--- config.mk ---
export PLATFORM = sky130hd
export DESIGN_NAME = moment_syndrome_single_corrector_flat
export DESIGN_NICKNAME = d
export VERILOG_FILES = /design/src/rtl/mscs_pkg.sv /design/src/rtl/mscs_in_if.sv /design/src/rtl/mscs_out_if.sv /design/src/rtl/moment_syndrome_single_corrector.sv /design/src/rtl/mscs_divider.sv /design/src/rtl/mscs_datapath.sv /design/src/rtl/mscs_ctrl.sv /design/src/flat_wrapper.sv
export SDC_FILE = /design/constraint.sdc
export NUM_CORES = 2
export LEC_CHECK = 0
export BUFFER_PORTS_ARGS = -buffer_cell sky130_fd_sc_hd__buf_4
export CAP_MARGIN = 30
export CORE_MARGIN = 5
export CORE_UTILIZATION = 58
export CTS_CLUSTER_SIZE = 40
export DETAILED_ROUTE_END_ITERATION = 12
export PLACE_DENSITY_LB_ADDON = 0.1
export SLEW_MARGIN = 20
export SYNTH_ARGS = -nofsm -noshare
export SYNTH_HDL_FRONTEND = slang
export SYNTH_HIERARCHICAL = 1
export SYNTH_SLANG_ARGS = --single-unit
--- constraint.sdc ---
create_clock -name clk -period 8.1 [get_ports clk]
set_clock_uncertainty 0.1 [all_clocks]
set_input_delay 0.81 -clock clk [delete_from_list [all_inputs] [get_ports clk]]
set_output_delay 0.81 -clock clk [all_outputs]
set_load 0.01 [all_outputs]
--- src/rtl/mscs_pkg.sv ---
// Package: shared types and constants for the moment syndrome single corrector.
`timescale 1ns / 1ps

package mscs_pkg;

    localparam int unsigned POS_W    = 10;  // position counter width
    localparam int unsigned ACC_W    = 32;  // moment sum width
    localparam int unsigned BYTE_W   = 8;
    localparam int unsigned W_W      = 11;  // weight w = pos + 1, up to 1024
    localparam int unsigned SQ_W     = 21;  // w^2, up to 2^20
    localparam int unsigned DIV_STEPS = 32; // one quotient bit per step
    localparam int unsigned DCNT_W   = 5;

    localparam logic [POS_W-1:0] POS_MAX = '1;

    typedef enum logic [2:0] {
        ST_ACCUM,
        ST_CHECK,
        ST_DIVIDE,
        ST_SQUARE,
        ST_SCALE,
        ST_CUBE,
        ST_FINISH
    } state_t;

    typedef struct packed {
        logic acc_en;      // byte transfer: update moment sums
        logic capture;     // last byte: latch residuals, clear sums
        logic div_load;
        logic div_step;
        logic sq_load;
        logic scale_load;
        logic cube_load;
        logic out_load;
    } cmd_t;

    typedef struct packed {
        logic d_ok;        // plain residual is a usable delta
        logic div_last;    // divider on its final step
        logic out_free;    // output register can take a result
    } status_t;

endpackage

--- src/rtl/mscs_in_if.sv ---
// Interface: input byte channel with valid/ready handshake.
`timescale 1ns / 1ps

interface mscs_in_if;
    logic        valid;
    logic        ready;
    logic [7:0]  data_byte;
    logic        last;
    logic [31:0] ref_sum_plain;
    logic [31:0] ref_sum_linear;
    logic [31:0] ref_sum_square;
    logic [31:0] ref_sum_cube;

    modport source (
        output valid, data_byte, last,
               ref_sum_plain, ref_sum_linear, ref_sum_square, ref_sum_cube,
        input  ready
    );
    modport sink (
        input  valid, data_byte, last,
               ref_sum_plain, ref_sum_linear, ref_sum_square, ref_sum_cube,
        output ready
    );
endinterface

--- src/rtl/mscs_out_if.sv ---
// Interface: result channel with valid/ready handshake.
`timescale 1ns / 1ps

interface mscs_out_if;
    logic        valid;
    logic        ready;
    logic [31:0] residual_plain;
    logic [31:0] residual_linear;
    logic [31:0] residual_square;
    logic [31:0] residual_cube;
    logic        error_detected;
    logic        correctable;
    logic [9:0]  error_position;
    logic [7:0]  correction_value;

    modport source (
        output valid, residual_plain, residual_linear, residual_square, residual_cube,
               error_detected, correctable, error_position, correction_value,
        input  ready
    );
    modport sink (
        input  valid, residual_plain, residual_linear, residual_square, residual_cube,
               error_detected, correctable, error_position, correction_value,
        output ready
    );
endinterface

--- src/rtl/moment_syndrome_single_corrector.sv ---
// Top level: moment syndrome checker with single-byte error locator.
//
// Channels: in_ch (sink) carries one byte per transfer, in position order,
// with last marking the final byte; the four reference sums are sampled on
// that last transfer only. out_ch (source) carries one result per block:
// the four residuals (computed minus reference, mod 2^32), error_detected,
// correctable, the one-based error_position and the correction_value.
// cfg_we/cfg_wdata write check_high_moments (reset 1); write only while idle.
//
// Throughput: one byte per cycle inside a block; the moment sums use
// incrementally tracked powers w, w^2, w^3 so no byte stalls the intake.
// After the last byte the intake pauses for the locator: a check state,
// the bit-serial divider, 3 multiply steps (square, scale, cube) and a
// finish state that loads the result register once it is free; intake
// resumes after that load. An unusable delta skips the divider and
// multiplies and goes from the check state straight to finish.
// Reset: sums, position and result valid clear; check_high_moments = 1.
// Stall: a result waits in the output register; bytes of the next block
// are still taken, and the next block's result waits for the register.
`timescale 1ns / 1ps

module moment_syndrome_single_corrector #(
    parameter int unsigned BLOCK_BYTES = 512
) (
    input  logic        clk,
    input  logic        rst_n,
    input  logic        cfg_we,
    input  logic        cfg_wdata,
    mscs_in_if.sink     in_ch,
    mscs_out_if.source  out_ch
);

    mscs_pkg::cmd_t    cmd;
    mscs_pkg::status_t status;

    // sequencer: intake, capture, divide, multiply, finish
    mscs_ctrl u_ctrl (
        .clk      (clk),
        .rst_n    (rst_n),
        .in_valid (in_ch.valid),
        .in_last  (in_ch.last),
        .in_ready (in_ch.ready),
        .status   (status),
        .cmd      (cmd)
    );

    // sums, residuals, divider, checks and result register
    mscs_datapath #(
        .BLOCK_BYTES (BLOCK_BYTES)
    ) u_dp (
        .clk              (clk),
        .rst_n            (rst_n),
        .cfg_we           (cfg_we),
        .cfg_wdata        (cfg_wdata),
        .cmd              (cmd),
        .status           (status),
        .data_byte        (in_ch.data_byte),
        .ref_sum_plain    (in_ch.ref_sum_plain),
        .ref_sum_linear   (in_ch.ref_sum_linear),
        .ref_sum_square   (in_ch.ref_sum_square),
        .ref_sum_cube     (in_ch.ref_sum_cube),
        .out_ready        (out_ch.ready),
        .out_valid        (out_ch.valid),
        .residual_plain   (out_ch.residual_plain),
        .residual_linear  (out_ch.residual_linear),
        .residual_square  (out_ch.residual_square),
        .residual_cube    (out_ch.residual_cube),
        .error_detected   (out_ch.error_detected),
        .correctable      (out_ch.correctable),
        .error_position   (out_ch.error_position),
        .correction_value (out_ch.correction_value)
    );

endmodule

--- src/rtl/mscs_divider.sv ---
// Divider: restoring 32-bit by 8-bit magnitude divider, one quotient bit per cycle while step is high.
`timescale 1ns / 1ps

module mscs_divider (
    input  logic                            clk,
    input  logic                            rst_n,
    input  logic                            load,
    input  logic                            step,
    input  logic [mscs_pkg::ACC_W-1:0]      dividend,
    input  logic [mscs_pkg::BYTE_W-1:0]     divisor,
    output logic [mscs_pkg::ACC_W-1:0]      quotient,
    output logic [mscs_pkg::BYTE_W-1:0]     remainder,
    output logic                            last_step
);

    logic [mscs_pkg::ACC_W-1:0]  quot_reg, quot_next;
    logic [mscs_pkg::BYTE_W-1:0] rem_reg, rem_next;
    logic [mscs_pkg::BYTE_W-1:0] div_reg, div_next;
    logic [mscs_pkg::DCNT_W-1:0] cnt_reg, cnt_next;
    logic [mscs_pkg::BYTE_W:0]   rem_sh;
    logic [mscs_pkg::BYTE_W:0]   rem_sub;
    logic                        fits;

    assign rem_sh  = {rem_reg, quot_reg[mscs_pkg::ACC_W-1]};
    assign fits    = rem_sh >= {1'b0, div_reg};
    assign rem_sub = rem_sh - {1'b0, div_reg};

    always_comb
    begin
        quot_next = quot_reg;
        rem_next  = rem_reg;
        div_next  = div_reg;
        cnt_next  = cnt_reg;
        if (load)
        begin
            quot_next = dividend;
            rem_next  = '0;
            div_next  = divisor;
            cnt_next  = '0;
        end
        else if (step)
        begin
            quot_next = {quot_reg[mscs_pkg::ACC_W-2:0], fits};
            rem_next  = fits ? rem_sub[mscs_pkg::BYTE_W-1:0]
                             : rem_sh[mscs_pkg::BYTE_W-1:0];
            cnt_next  = cnt_reg + 1'b1;
        end
    end

    always_ff @(posedge clk or negedge rst_n)
    begin
        if (!rst_n)
        begin
            cnt_reg <= '0;
        end
        else
        begin
            cnt_reg <= cnt_next;
        end
    end

    always_ff @(posedge clk)
    begin
        quot_reg <= quot_next;
        rem_reg  <= rem_next;
        div_reg  <= div_next;
    end

    assign quotient  = quot_reg;
    assign remainder = rem_reg;
    assign last_step = cnt_reg == mscs_pkg::DCNT_W'(mscs_pkg::DIV_STEPS - 1);

endmodule

--- src/rtl/mscs_datapath.sv ---
// Datapath: moment sums, residual capture, locator arithmetic and result register.
`timescale 1ns / 1ps

module mscs_datapath #(
    parameter int unsigned BLOCK_BYTES = 512
) (
    input  logic                  clk,
    input  logic                  rst_n,
    input  logic                  cfg_we,
    input  logic                  cfg_wdata,
    input  mscs_pkg::cmd_t        cmd,
    output mscs_pkg::status_t     status,
    input  logic [7:0]            data_byte,
    input  logic [31:0]           ref_sum_plain,
    input  logic [31:0]           ref_sum_linear,
    input  logic [31:0]           ref_sum_square,
    input  logic [31:0]           ref_sum_cube,
    input  logic                  out_ready,
    output logic                  out_valid,
    output logic [31:0]           residual_plain,
    output logic [31:0]           residual_linear,
    output logic [31:0]           residual_square,
    output logic [31:0]           residual_cube,
    output logic                  error_detected,
    output logic                  correctable,
    output logic [9:0]            error_position,
    output logic [7:0]            correction_value
);

    localparam int unsigned QW = $clog2(BLOCK_BYTES + 1);
    localparam int unsigned DW = 2 * QW + 10;
    localparam int unsigned CW = (DW > 33) ? DW : 33;
    localparam int unsigned AW = mscs_pkg::ACC_W;

    // ---------------- configuration ----------------
    logic gate_reg;

    always_ff @(posedge clk or negedge rst_n)
    begin
        if (!rst_n)
            gate_reg <= 1'b1;
        else if (cfg_we)
            gate_reg <= cfg_wdata;
    end

    // ---------------- moment sums ----------------
    logic [mscs_pkg::POS_W-1:0] pos_reg, pos_next;
    logic [mscs_pkg::SQ_W-1:0]  sq_reg, sq_next;     // w^2 for w = pos + 1
    logic [AW-1:0]              cube_reg, cube_next; // w^3 mod 2^32
    logic [AW-1:0] acc_plain_reg, acc_linear_reg, acc_square_reg, acc_cube_reg;
    logic [AW-1:0] sum_plain, sum_linear, sum_square, sum_cube;
    logic [mscs_pkg::W_W-1:0]   w;
    logic                       restart;

    assign w = {1'b0, pos_reg} + 1'b1;
    assign restart = cmd.capture || (pos_reg == mscs_pkg::POS_MAX);

    assign sum_plain  = acc_plain_reg  + AW'(data_byte);
    assign sum_linear = acc_linear_reg + AW'(data_byte) * AW'(w);
    assign sum_square = acc_square_reg + AW'(data_byte) * AW'(sq_reg);
    assign sum_cube   = acc_cube_reg   + AW'(data_byte) * cube_reg;

    always_comb
    begin
        pos_next  = pos_reg + 1'b1;
        sq_next   = sq_reg + mscs_pkg::SQ_W'({w, 1'b0}) + 1'b1;
        cube_next = cube_reg + AW'(sq_reg) * AW'(3) + AW'(w) * AW'(3) + AW'(1);
        if (restart)
        begin
            pos_next  = '0;
            sq_next   = mscs_pkg::SQ_W'(1);
            cube_next = AW'(1);
        end
    end

    always_ff @(posedge clk or negedge rst_n)
    begin
        if (!rst_n)
        begin
            pos_reg        <= '0;
            sq_reg         <= mscs_pkg::SQ_W'(1);
            cube_reg       <= AW'(1);
            acc_plain_reg  <= '0;
            acc_linear_reg <= '0;
            acc_square_reg <= '0;
            acc_cube_reg   <= '0;
        end
        else if (cmd.acc_en)
        begin
            pos_reg  <= pos_next;
            sq_reg   <= sq_next;
            cube_reg <= cube_next;
            if (cmd.capture)
            begin
                acc_plain_reg  <= '0;
                acc_linear_reg <= '0;
                acc_square_reg <= '0;
                acc_cube_reg   <= '0;
            end
            else
            begin
                acc_plain_reg  <= sum_plain;
                acc_linear_reg <= sum_linear;
                acc_square_reg <= sum_square;
                acc_cube_reg   <= sum_cube;
            end
        end
    end

    // ---------------- residuals ----------------
    logic [AW-1:0] res_plain_reg, res_linear_reg, res_square_reg, res_cube_reg;

    always_ff @(posedge clk)
    begin
        if (cmd.capture)
        begin
            res_plain_reg  <= sum_plain  - ref_sum_plain;
            res_linear_reg <= sum_linear - ref_sum_linear;
            res_square_reg <= sum_square - ref_sum_square;
            res_cube_reg   <= sum_cube   - ref_sum_cube;
        end
    end

    // delta in 1..255 or -255..-1
    logic          d_neg, lin_neg, d_ok;
    logic [7:0]    d_mag;
    logic [AW-1:0] lin_mag;
    logic [AW-1:0] plain_neg;

    assign d_neg     = res_plain_reg[AW-1];
    assign plain_neg = '0 - res_plain_reg;
    assign d_ok      = (res_plain_reg[AW-1:8] == '0 && res_plain_reg[7:0] != '0)
                    || (res_plain_reg[AW-1:8] == '1 && res_plain_reg[7:0] != '0);
    assign d_mag     = d_neg ? plain_neg[7:0] : res_plain_reg[7:0];
    assign lin_neg   = res_linear_reg[AW-1];
    assign lin_mag   = lin_neg ? ('0 - res_linear_reg) : res_linear_reg;

    // ---------------- divider ----------------
    logic [AW-1:0] quot;
    logic [7:0]    rem;
    logic          div_last;

    mscs_divider u_div (
        .clk       (clk),
        .rst_n     (rst_n),
        .load      (cmd.div_load),
        .step      (cmd.div_step),
        .dividend  (lin_mag),
        .divisor   (d_mag),
        .quotient  (quot),
        .remainder (rem),
        .last_step (div_last)
    );

    // ---------------- high moment checks ----------------
    logic [QW-1:0]          q_n;
    logic [2*QW-1:0]        q2_reg;
    logic signed [DW-1:0]   dq2_reg;
    logic [AW-1:0]          dq3_reg;
    logic signed [8:0]      d9;
    logic signed [2*QW:0]   q2s;
    logic signed [CW-1:0]   dq2_ext, r2_ext;
    logic [AW-1:0]          dq2_lo, q_ext;

    assign q_n     = quot[QW-1:0];
    assign d9      = $signed(res_plain_reg[8:0]);
    assign q2s     = $signed({1'b0, q2_reg});
    assign dq2_ext = CW'(dq2_reg);
    assign r2_ext  = CW'($signed(res_square_reg));
    assign dq2_lo  = dq2_ext[AW-1:0];
    assign q_ext   = AW'(q_n);

    always_ff @(posedge clk)
    begin
        if (cmd.sq_load)
            q2_reg <= q_n * q_n;
        if (cmd.scale_load)
            dq2_reg <= d9 * q2s;
        if (cmd.cube_load)
            dq3_reg <= dq2_lo * q_ext;
    end

    // ---------------- verdict ----------------
    logic quot_ok, high_ok, fix_ok;

    assign quot_ok = (quot != '0) && (quot <= AW'(BLOCK_BYTES)) && (lin_neg == d_neg);
    assign high_ok = (dq2_ext == r2_ext) && (dq3_reg == res_cube_reg);
    assign fix_ok  = d_ok && (rem == '0) && quot_ok && (!gate_reg || high_ok);

    // ---------------- result register ----------------
    logic out_valid_reg;

    always_ff @(posedge clk or negedge rst_n)
    begin
        if (!rst_n)
            out_valid_reg <= 1'b0;
        else if (cmd.out_load)
            out_valid_reg <= 1'b1;
        else if (out_ready)
            out_valid_reg <= 1'b0;
    end

    always_ff @(posedge clk)
    begin
        if (cmd.out_load)
        begin
            residual_plain   <= res_plain_reg;
            residual_linear  <= res_linear_reg;
            residual_square  <= res_square_reg;
            residual_cube    <= res_cube_reg;
            error_detected   <= (res_plain_reg | res_linear_reg | res_square_reg
                                 | res_cube_reg) != '0;
            correctable      <= fix_ok;
            error_position   <= fix_ok ? quot[9:0] : '0;
            correction_value <= fix_ok ? res_plain_reg[7:0] : '0;
        end
    end

    assign out_valid       = out_valid_reg;
    assign status.d_ok     = d_ok;
    assign status.div_last = div_last;
    assign status.out_free = !out_valid_reg || out_ready;

endmodule

--- src/rtl/mscs_ctrl.sv ---
// Controller: sequences byte intake, residual capture and the locator steps.
`timescale 1ns / 1ps

module mscs_ctrl (
    input  logic               clk,
    input  logic               rst_n,
    input  logic               in_valid,
    input  logic               in_last,
    output logic               in_ready,
    input  mscs_pkg::status_t  status,
    output mscs_pkg::cmd_t     cmd
);

    mscs_pkg::state_t state_reg, state_next;
    logic accept;

    assign accept = in_valid && in_ready;

    always_comb
    begin
        state_next = state_reg;
        case (state_reg)
            mscs_pkg::ST_ACCUM:
                if (accept && in_last)
                    state_next = mscs_pkg::ST_CHECK;
            mscs_pkg::ST_CHECK:
                state_next = status.d_ok ? mscs_pkg::ST_DIVIDE : mscs_pkg::ST_FINISH;
            mscs_pkg::ST_DIVIDE:
                if (status.div_last)
                    state_next = mscs_pkg::ST_SQUARE;
            mscs_pkg::ST_SQUARE:
                state_next = mscs_pkg::ST_SCALE;
            mscs_pkg::ST_SCALE:
                state_next = mscs_pkg::ST_CUBE;
            mscs_pkg::ST_CUBE:
                state_next = mscs_pkg::ST_FINISH;
            mscs_pkg::ST_FINISH:
                if (status.out_free)
                    state_next = mscs_pkg::ST_ACCUM;
            default:
                state_next = mscs_pkg::ST_ACCUM;
        endcase
    end

    always_comb
    begin
        in_ready       = 1'b0;
        cmd            = '0;
        case (state_reg)
            mscs_pkg::ST_ACCUM:
            begin
                in_ready    = 1'b1;
                cmd.acc_en  = accept;
                cmd.capture = accept && in_last;
            end
            mscs_pkg::ST_CHECK:
                cmd.div_load = status.d_ok;
            mscs_pkg::ST_DIVIDE:
                cmd.div_step = 1'b1;
            mscs_pkg::ST_SQUARE:
                cmd.sq_load = 1'b1;
            mscs_pkg::ST_SCALE:
                cmd.scale_load = 1'b1;
            mscs_pkg::ST_CUBE:
                cmd.cube_load = 1'b1;
            mscs_pkg::ST_FINISH:
                cmd.out_load = status.out_free;
            default:
                cmd = '0;
        endcase
    end

    always_ff @(posedge clk or negedge rst_n)
    begin
        if (!rst_n)
            state_reg <= mscs_pkg::ST_ACCUM;
        else
            state_reg <= state_next;
    end

    // result only loaded when the output register can take it
    a_load_free: assert property (@(posedge clk) disable iff (!rst_n)
        cmd.out_load |-> status.out_free)
        else $error("result loaded over a pending transfer");

    // last byte always starts the locator
    a_capture_check: assert property (@(posedge clk) disable iff (!rst_n)
        cmd.capture |=> state_reg == mscs_pkg::ST_CHECK)
        else $error("capture not followed by check");

    // unusable delta skips the divider
    a_skip_div: assert property (@(posedge clk) disable iff (!rst_n)
        (state_reg == mscs_pkg::ST_CHECK && !status.d_ok) |=> state_reg == mscs_pkg::ST_FINISH)
        else $error("divider run on invalid delta");

    // no byte intake while the locator runs
    a_no_intake: assert property (@(posedge clk) disable iff (!rst_n)
        (state_reg != mscs_pkg::ST_ACCUM) |-> !cmd.acc_en)
        else $error("byte taken during locator");

endmodule
--- src/flat_wrapper.sv ---
// flat-port wrapper written by rule: the top's interface ports become plain ports
module moment_syndrome_single_corrector_flat 
#(
    parameter int unsigned BLOCK_BYTES = 512
)
  (clk, rst_n, cfg_we, cfg_wdata, in_ch_valid, in_ch_data_byte, in_ch_last, in_ch_ref_sum_plain, in_ch_ref_sum_linear, in_ch_ref_sum_square, in_ch_ref_sum_cube, in_ch_ready, out_ch_valid, out_ch_residual_plain, out_ch_residual_linear, out_ch_residual_square, out_ch_residual_cube, out_ch_error_detected, out_ch_correctable, out_ch_error_position, out_ch_correction_value, out_ch_ready);
  mscs_in_if in_ch_i ();
  mscs_out_if out_ch_i ();
  input  logic clk;
  input  logic rst_n;
  input  logic cfg_we;
  input  logic cfg_wdata;
  input wire logic [$bits(in_ch_i.valid)-1:0] in_ch_valid;
  input wire logic [$bits(in_ch_i.data_byte)-1:0] in_ch_data_byte;
  input wire logic [$bits(in_ch_i.last)-1:0] in_ch_last;
  input wire logic [$bits(in_ch_i.ref_sum_plain)-1:0] in_ch_ref_sum_plain;
  input wire logic [$bits(in_ch_i.ref_sum_linear)-1:0] in_ch_ref_sum_linear;
  input wire logic [$bits(in_ch_i.ref_sum_square)-1:0] in_ch_ref_sum_square;
  input wire logic [$bits(in_ch_i.ref_sum_cube)-1:0] in_ch_ref_sum_cube;
  output wire logic [$bits(in_ch_i.ready)-1:0] in_ch_ready;
  output wire logic [$bits(out_ch_i.valid)-1:0] out_ch_valid;
  output wire logic [$bits(out_ch_i.residual_plain)-1:0] out_ch_residual_plain;
  output wire logic [$bits(out_ch_i.residual_linear)-1:0] out_ch_residual_linear;
  output wire logic [$bits(out_ch_i.residual_square)-1:0] out_ch_residual_square;
  output wire logic [$bits(out_ch_i.residual_cube)-1:0] out_ch_residual_cube;
  output wire logic [$bits(out_ch_i.error_detected)-1:0] out_ch_error_detected;
  output wire logic [$bits(out_ch_i.correctable)-1:0] out_ch_correctable;
  output wire logic [$bits(out_ch_i.error_position)-1:0] out_ch_error_position;
  output wire logic [$bits(out_ch_i.correction_value)-1:0] out_ch_correction_value;
  input wire logic [$bits(out_ch_i.ready)-1:0] out_ch_ready;
  assign in_ch_i.valid = in_ch_valid;
  assign in_ch_i.data_byte = in_ch_data_byte;
  assign in_ch_i.last = in_ch_last;
  assign in_ch_i.ref_sum_plain = in_ch_ref_sum_plain;
  assign in_ch_i.ref_sum_linear = in_ch_ref_sum_linear;
  assign in_ch_i.ref_sum_square = in_ch_ref_sum_square;
  assign in_ch_i.ref_sum_cube = in_ch_ref_sum_cube;
  assign in_ch_ready = in_ch_i.ready;
  assign out_ch_valid = out_ch_i.valid;
  assign out_ch_residual_plain = out_ch_i.residual_plain;
  assign out_ch_residual_linear = out_ch_i.residual_linear;
  assign out_ch_residual_square = out_ch_i.residual_square;
  assign out_ch_residual_cube = out_ch_i.residual_cube;
  assign out_ch_error_detected = out_ch_i.error_detected;
  assign out_ch_correctable = out_ch_i.correctable;
  assign out_ch_error_position = out_ch_i.error_position;
  assign out_ch_correction_value = out_ch_i.correction_value;
  assign out_ch_i.ready = out_ch_ready;
  moment_syndrome_single_corrector #(.BLOCK_BYTES(BLOCK_BYTES)) u_core (.clk(clk), .rst_n(rst_n), .cfg_we(cfg_we), .cfg_wdata(cfg_wdata), .in_ch(in_ch_i), .out_ch(out_ch_i));
endmodule
== Word level (Yosys, flattened, before mapping) ==
Index checks and enable logic that the tools add are counted.
Storage, ports and cells
  flip-flop bits (word level): 607
  input port bits: 143
  output and inout bits: 150
  word-level logic and storage cells: 130
Cells by class
  add/subtract/negate cells: 19
  $mul: 8
  order comparisons: 2
  equal/unequal tests: 15
  multiplexer cells: 29
  bitwise logic cells: 3
  reductions and logical operators: 25
Operator list (number)
  $mux 32: 8
  $sub 32x32->32: 4
  $or 32x32->32: 3
  $reduce_bool 32->1: 2
  $add 32x1->32 const B: 1
  $add 32x13->32: 1
  $add 32x19->32: 1
  $add 32x23->32: 1
  $add 32x29->32: 1
  $add 32x32->32: 1
  $add 32x8->32: 1
  $eq 30x32->1: 1
  $eq 32x32->1: 1
  $le 32x10->1 const B: 1
  $mul 32x10->32: 1
  $mul 8x32->32: 1
  $sub 1x32->32 const A: 1
  $mul 9x21->30: 1
  $mul 8x21->29: 1
  $eq 24x24->1 const B: 1
  $logic_not 24->1: 1
  $mul 21x2->23 const B: 1
  $add 21x1->21 const B: 1
  $add 21x12->21: 1
  other kinds (32): 64

== Depth between registers and ports, before layout ==
  depth in word-level cells: 7
  mapped depth: 35
  mapped depth without buffers: 34

== Cells and area by module ==
Netlist, hierarchy kept.
Modules (own cells, without submodules)
  mscs_datapath: instances 1, cells an instance 6500, area an instance 62643.8 um2, seq. area each 15553.7 um2
  mscs_divider: instances 1, cells an instance 187, area an instance 2561.2 um2, seq. area each 1486.4 um2
  mscs_ctrl: instances 1, cells an instance 26, area an instance 221.5 um2, seq. area each 75.1 um2

== Least setup slack after synthesis ==
Ideal clock, no wire load.
  path kind: in2reg
  from: in out_ch_ready
  to: reg u_core.u_dp.correctable (enable)
  setup time: 0.677 ns
  arrival time: 7.622 ns
  data required time: 7.323 ns
  slack: -0.299 ns
  stages: 3
  buffers on the path: 0
  path through: nand2b_1 > and2_1 > nor2b_1
RTL lines
  start: declaration: RTL line flat_wrapper.sv:30  | input wire logic [$bits(out_ch_i.ready)-1:0] out_ch_ready;
  end signal: assignment: RTL line mscs_datapath.sv:213  | correctable <= fix_ok;
  end: declaration: RTL line mscs_datapath.sv:25  | output logic correctable,

== Worst setup path in the final report ==
  from: reg u_core/u_dp/pos_reg[1] (netlist bit)
  to: reg u_core.u_dp.res_linear_reg[30], data pin
On the way
  longest elaborated chain between the ends: 4
RTL lines
  start: declaration: RTL line mscs_datapath.sv:47  | logic [mscs_pkg::POS_W-1:0] pos_reg, pos_next;
  start signal: assignment: RTL line mscs_datapath.sv:90  | pos_reg <= pos_next;
  $add 10x1->11: RTL line mscs_datapath.sv:55  | assign w = {1'b0, pos_reg} + 1'b1;
  $mul 8x11->19: RTL line mscs_datapath.sv:59  | assign sum_linear = acc_linear_reg + AW'(data_byte) * AW'(w);
  $add 32x19->32: RTL line mscs_datapath.sv:59
  $sub 32x32->32: RTL line mscs_datapath.sv:118  | res_linear_reg <= sum_linear - ref_sum_linear;
  end signal: assignment: RTL line mscs_datapath.sv:118
  end: declaration: RTL line mscs_datapath.sv:111  | logic [AW-1:0] res_plain_reg, res_linear_reg, res_square_reg, res_cube_reg;
Every way passes these cells.
A chain may end at the register's enable or synchronous reset.

==> metrics.md <==
| Metric | Value |
|---|---|
| Status | finished clean |
| Initial Utilization | 58.2% |
| Crit path kind | register to register |
| # placed instances | approximately 8300 |
| Hold Crit Class | primary input to register |
| Endpoint type of the worst setup path | register |
| Final GP Congestion | around 0.94 |
| Clk sinks | just over 600 |
| CTS root buffer | clkbuf_16 |
| Worst Hold Endpoint | u_core/u_dp/gate_reg |
| Crit path DAT | 8.09 ns |
| First-pass DRT Iterations | 6 |
| CTS tree | yes |
| Simple-gate share of the synthesized area | 13.8% |
| Wire per inst | approximately 21 um |
| Leading cell type in the layout, fill and taps excluded | inv_1 |
| Clock transition at path regs | around 0.060 ns |
| Fin cells | ~8500 |
| Area grow syn2layout | 10.3% |
| Critical R2R Launch | u_core/u_dp/pos_reg[1] |
| Largest family of logic cells by synthesized area | adder cells |
| Post-synthesis mux area share | less than 1% |
| Hold path depth | 2 |
| Sequential fraction of the synthesis area | a little over a quarter |
| Vias in the first global route | approximately 50000 |
| Largest net degree at the start of global routing | approximately 160 |
| Vias per inst | 5.71 |
| Endpoints failing hold | 0 |
| Syn Nets | 8186 |
| Fin nets | ~8400 |
| Residual DRC | 0 |
| Worst path max stage delay | ~0.55 ns |
| Fmax | between 100 and 150 MHz |
| Post-synth EDFFs | 397 |
| Synth Area in XOR/XNOR | roughly 6.3% |
| Via count | 48500 |
| CTS Buf Count | 76 |
| Wirelength, routed | 179 mm |
| Count of different cell masters after synthesis | 100 |
| I/O pin count | ~290 |
| Worst-Skew Late Latency | 0.68 ns |
| Hold_sp | cfg_wdata |
| Yosys warnings | 6 |
| Number of port buffers | between 200 and 300 |
| Worst-margin pin slew | about 1.1 ns |
| Crit-path max FO | 6 |
| 1st-iter DRT viols | ~3700 |
| Max Cap Viol | 0 |
| Post-synthesis compound-gate area fraction | approximately 10% |
| RR Endpoint | u_core/u_dp/res_linear_reg[30] |
| Grt ovf | 0 |
| Row cnt | roughly 120 |
| Clock buffer depth | 3 |
| Max transition margin | around 29% |
| Syn avg cell area | between 9 and 10 um2 |
| Initial antenna violation count | 11 |
| Period utilization | around 96% |
| H-tree depth | 3 |
| Most common cell on crit path | fa_1 |
| R2r worst-path depth | 33 |
| Final setup fails | 0 |
| Final HPWL DP | approximately 140 mm |
| CP Data Required Time | 8.41 ns |
| Mapped Cells | approximately 6700 |
| Asr flop ratio synth | 33.2% |
| Die height | approximately 350 um |
| #FFs+latches synth | roughly 610 |
| ANT nets after route | 0 |
| Most frequent cells in the layout | 1162 x inv_1, 811 x fa_1, 751 x nand2_1 |
| R2R Setup Slk | between 0.3 and 0.4 ns |
| Share of cells above drive strength 1 | 9.15% |
| Adder-cell share of the synthesized area | between 30% and 40% |
| Ys flop type | edfxtp_1 |
| First-pass GRT wire length | around 280 mm |
| Core area | about 110000 um2 |
| DIE AREA | ~120000 um2 |
| GRT Util Overall | between 30% and 40% |
| CP max stage cell | fa_1 |
| Max-slew violations | 0 |
| Mapped Area | roughly 65000 um2 |
| Period minus WS final | between 7 and 8 ns |
| Die W | roughly 350 um |
| CP startpoint kind | register |
## per-layer routing
metal | vias up | global-route usage (%) | part of all wire (%)
met1 | 24300 | 42.1 | 43
met3 | 333 | 4.79 | 7.2
met2 | 1697 | 48.4 | 46
met4 | 2 | 10.5 | 3.9
met5 | - | 0 | 0.0067
li1 | 22100 | - | -
## area by class of cell
| cell class | instances | area, um2 |
|---|---|---|
| multi-input combinational | 4672 | 43100 |
| fill | 9288 | 40200 |
| sequential | 606 | 17100 |
| inverter | 1164 | 4370 |
| timing repair buffer | 406 | 3160 |
| clock buffer | 99 | 2070 |
| tap | 1500 | 1880 |
| clock inverter | 40 | 519 |
| antenna | 4 | 10.0 |
## synth_stat cells, types with 47 or more instances
| cell | number | area [um2] |
|---|---|---|
| nor3_1 | 49 | 245 |
| clkbuf_1 | 230 | 863 |
| and2_1 | 444 | 2780 |
| nand3_1 | 70 | 350 |
| fa_1 | 811 | 16200 |
| o21bai_1 | 52 | 390 |
| nor2_1 | 201 | 754 |
| o21ai_0 | 232 | 1160 |
| inv_1 | 1163 | 4370 |
| xor2_1 | 159 | 1390 |
| and3_1 | 47 | 294 |
| nand2_1 | 752 | 2820 |
| edfxtp_1 | 397 | 11900 |
| nand2b_1 | 58 | 363 |
| nor2b_1 | 51 | 319 |
| xnor2_1 | 306 | 2680 |
| a21o_1 | 119 | 893 |
| nor4_1 | 49 | 307 |
| dfrtp_1 | 198 | 4950 |
| a22o_1 | 52 | 455 |
| a21oi_1 | 253 | 1270 |
| ha_1 | 519 | 6490 |
## timing repair
action / 4_1_cts / 5_1_grt
cloned: 0 / 1
hold buffers: 1 / 0
pin swaps: 0 / 5
gates resized for setup: 2 / 29
buffers inserted: 0 / 14
endpoints found under the hold margin: 23 / 0
endpoints found under the setup margin: 1 / 7
## how the worst max path moves through the flow
stage	start	to	slack [ns]
3_3_place_gp	u_core/u_dp/pos_reg[1]	u_core/u_dp/res_linear_reg[30]	-0.02
5_1_grt	u_core/u_dp/pos_reg[1]	u_core/u_dp/res_linear_reg[30]	-0.07
4_1_cts	u_core/u_dp/pos_reg[1]	u_core/u_dp/res_linear_reg[30]	0.01
3_5_place_dp	u_core/u_dp/pos_reg[1]	u_core/u_dp/res_linear_reg[30]	-0.16
6_report	u_core/u_dp/pos_reg[1]	u_core/u_dp/res_linear_reg[30]	0.32
2_1_floorplan	u_core/u_dp/pos_reg[0]	u_core/u_dp/res_linear_reg[30]	0.26
## cells by family after synthesis
logic type	count (synthesis)
mux	47
xor+xnor	466
other cells	2
compound gates	1002
fa+ha+maj	1330
buf+inv	1435
flops	606
simple gates	1825
## critical path, delay by kind of cell (launching register included)
family                   cells  cell delay [ns]
AO/OA/AOI/OAI               13             2.28
AND/OR/NAND/NOR              6             1.26
adder cells (fa/ha/maj)      7             2.79
buffers and inverters        4             0.39
XOR/XNOR                     3             0.34
flip-flops                   1             0.38
## through the flow
stage	setup TNS, ns	setup slack [ns]	util, %	hold WS (ns)	cell area (um2)
after floorplan	0	0.259	-	0.324	65400
after global placement	-0.0185	-0.0185	61.7	0.365	69300
after detailed placement	-0.159	-0.159	61.7	0.366	69300
after CTS	0	0.0147	64.0	0.235	71900
after global routing	-0.126	-0.0723	64.2	0.246	72200
final	0	0.321	64.2	0.274	72200
Power is left out: the tool's default activity adds up to more than one toggle a clock period on the data nets, which glitch-free logic cannot reach.
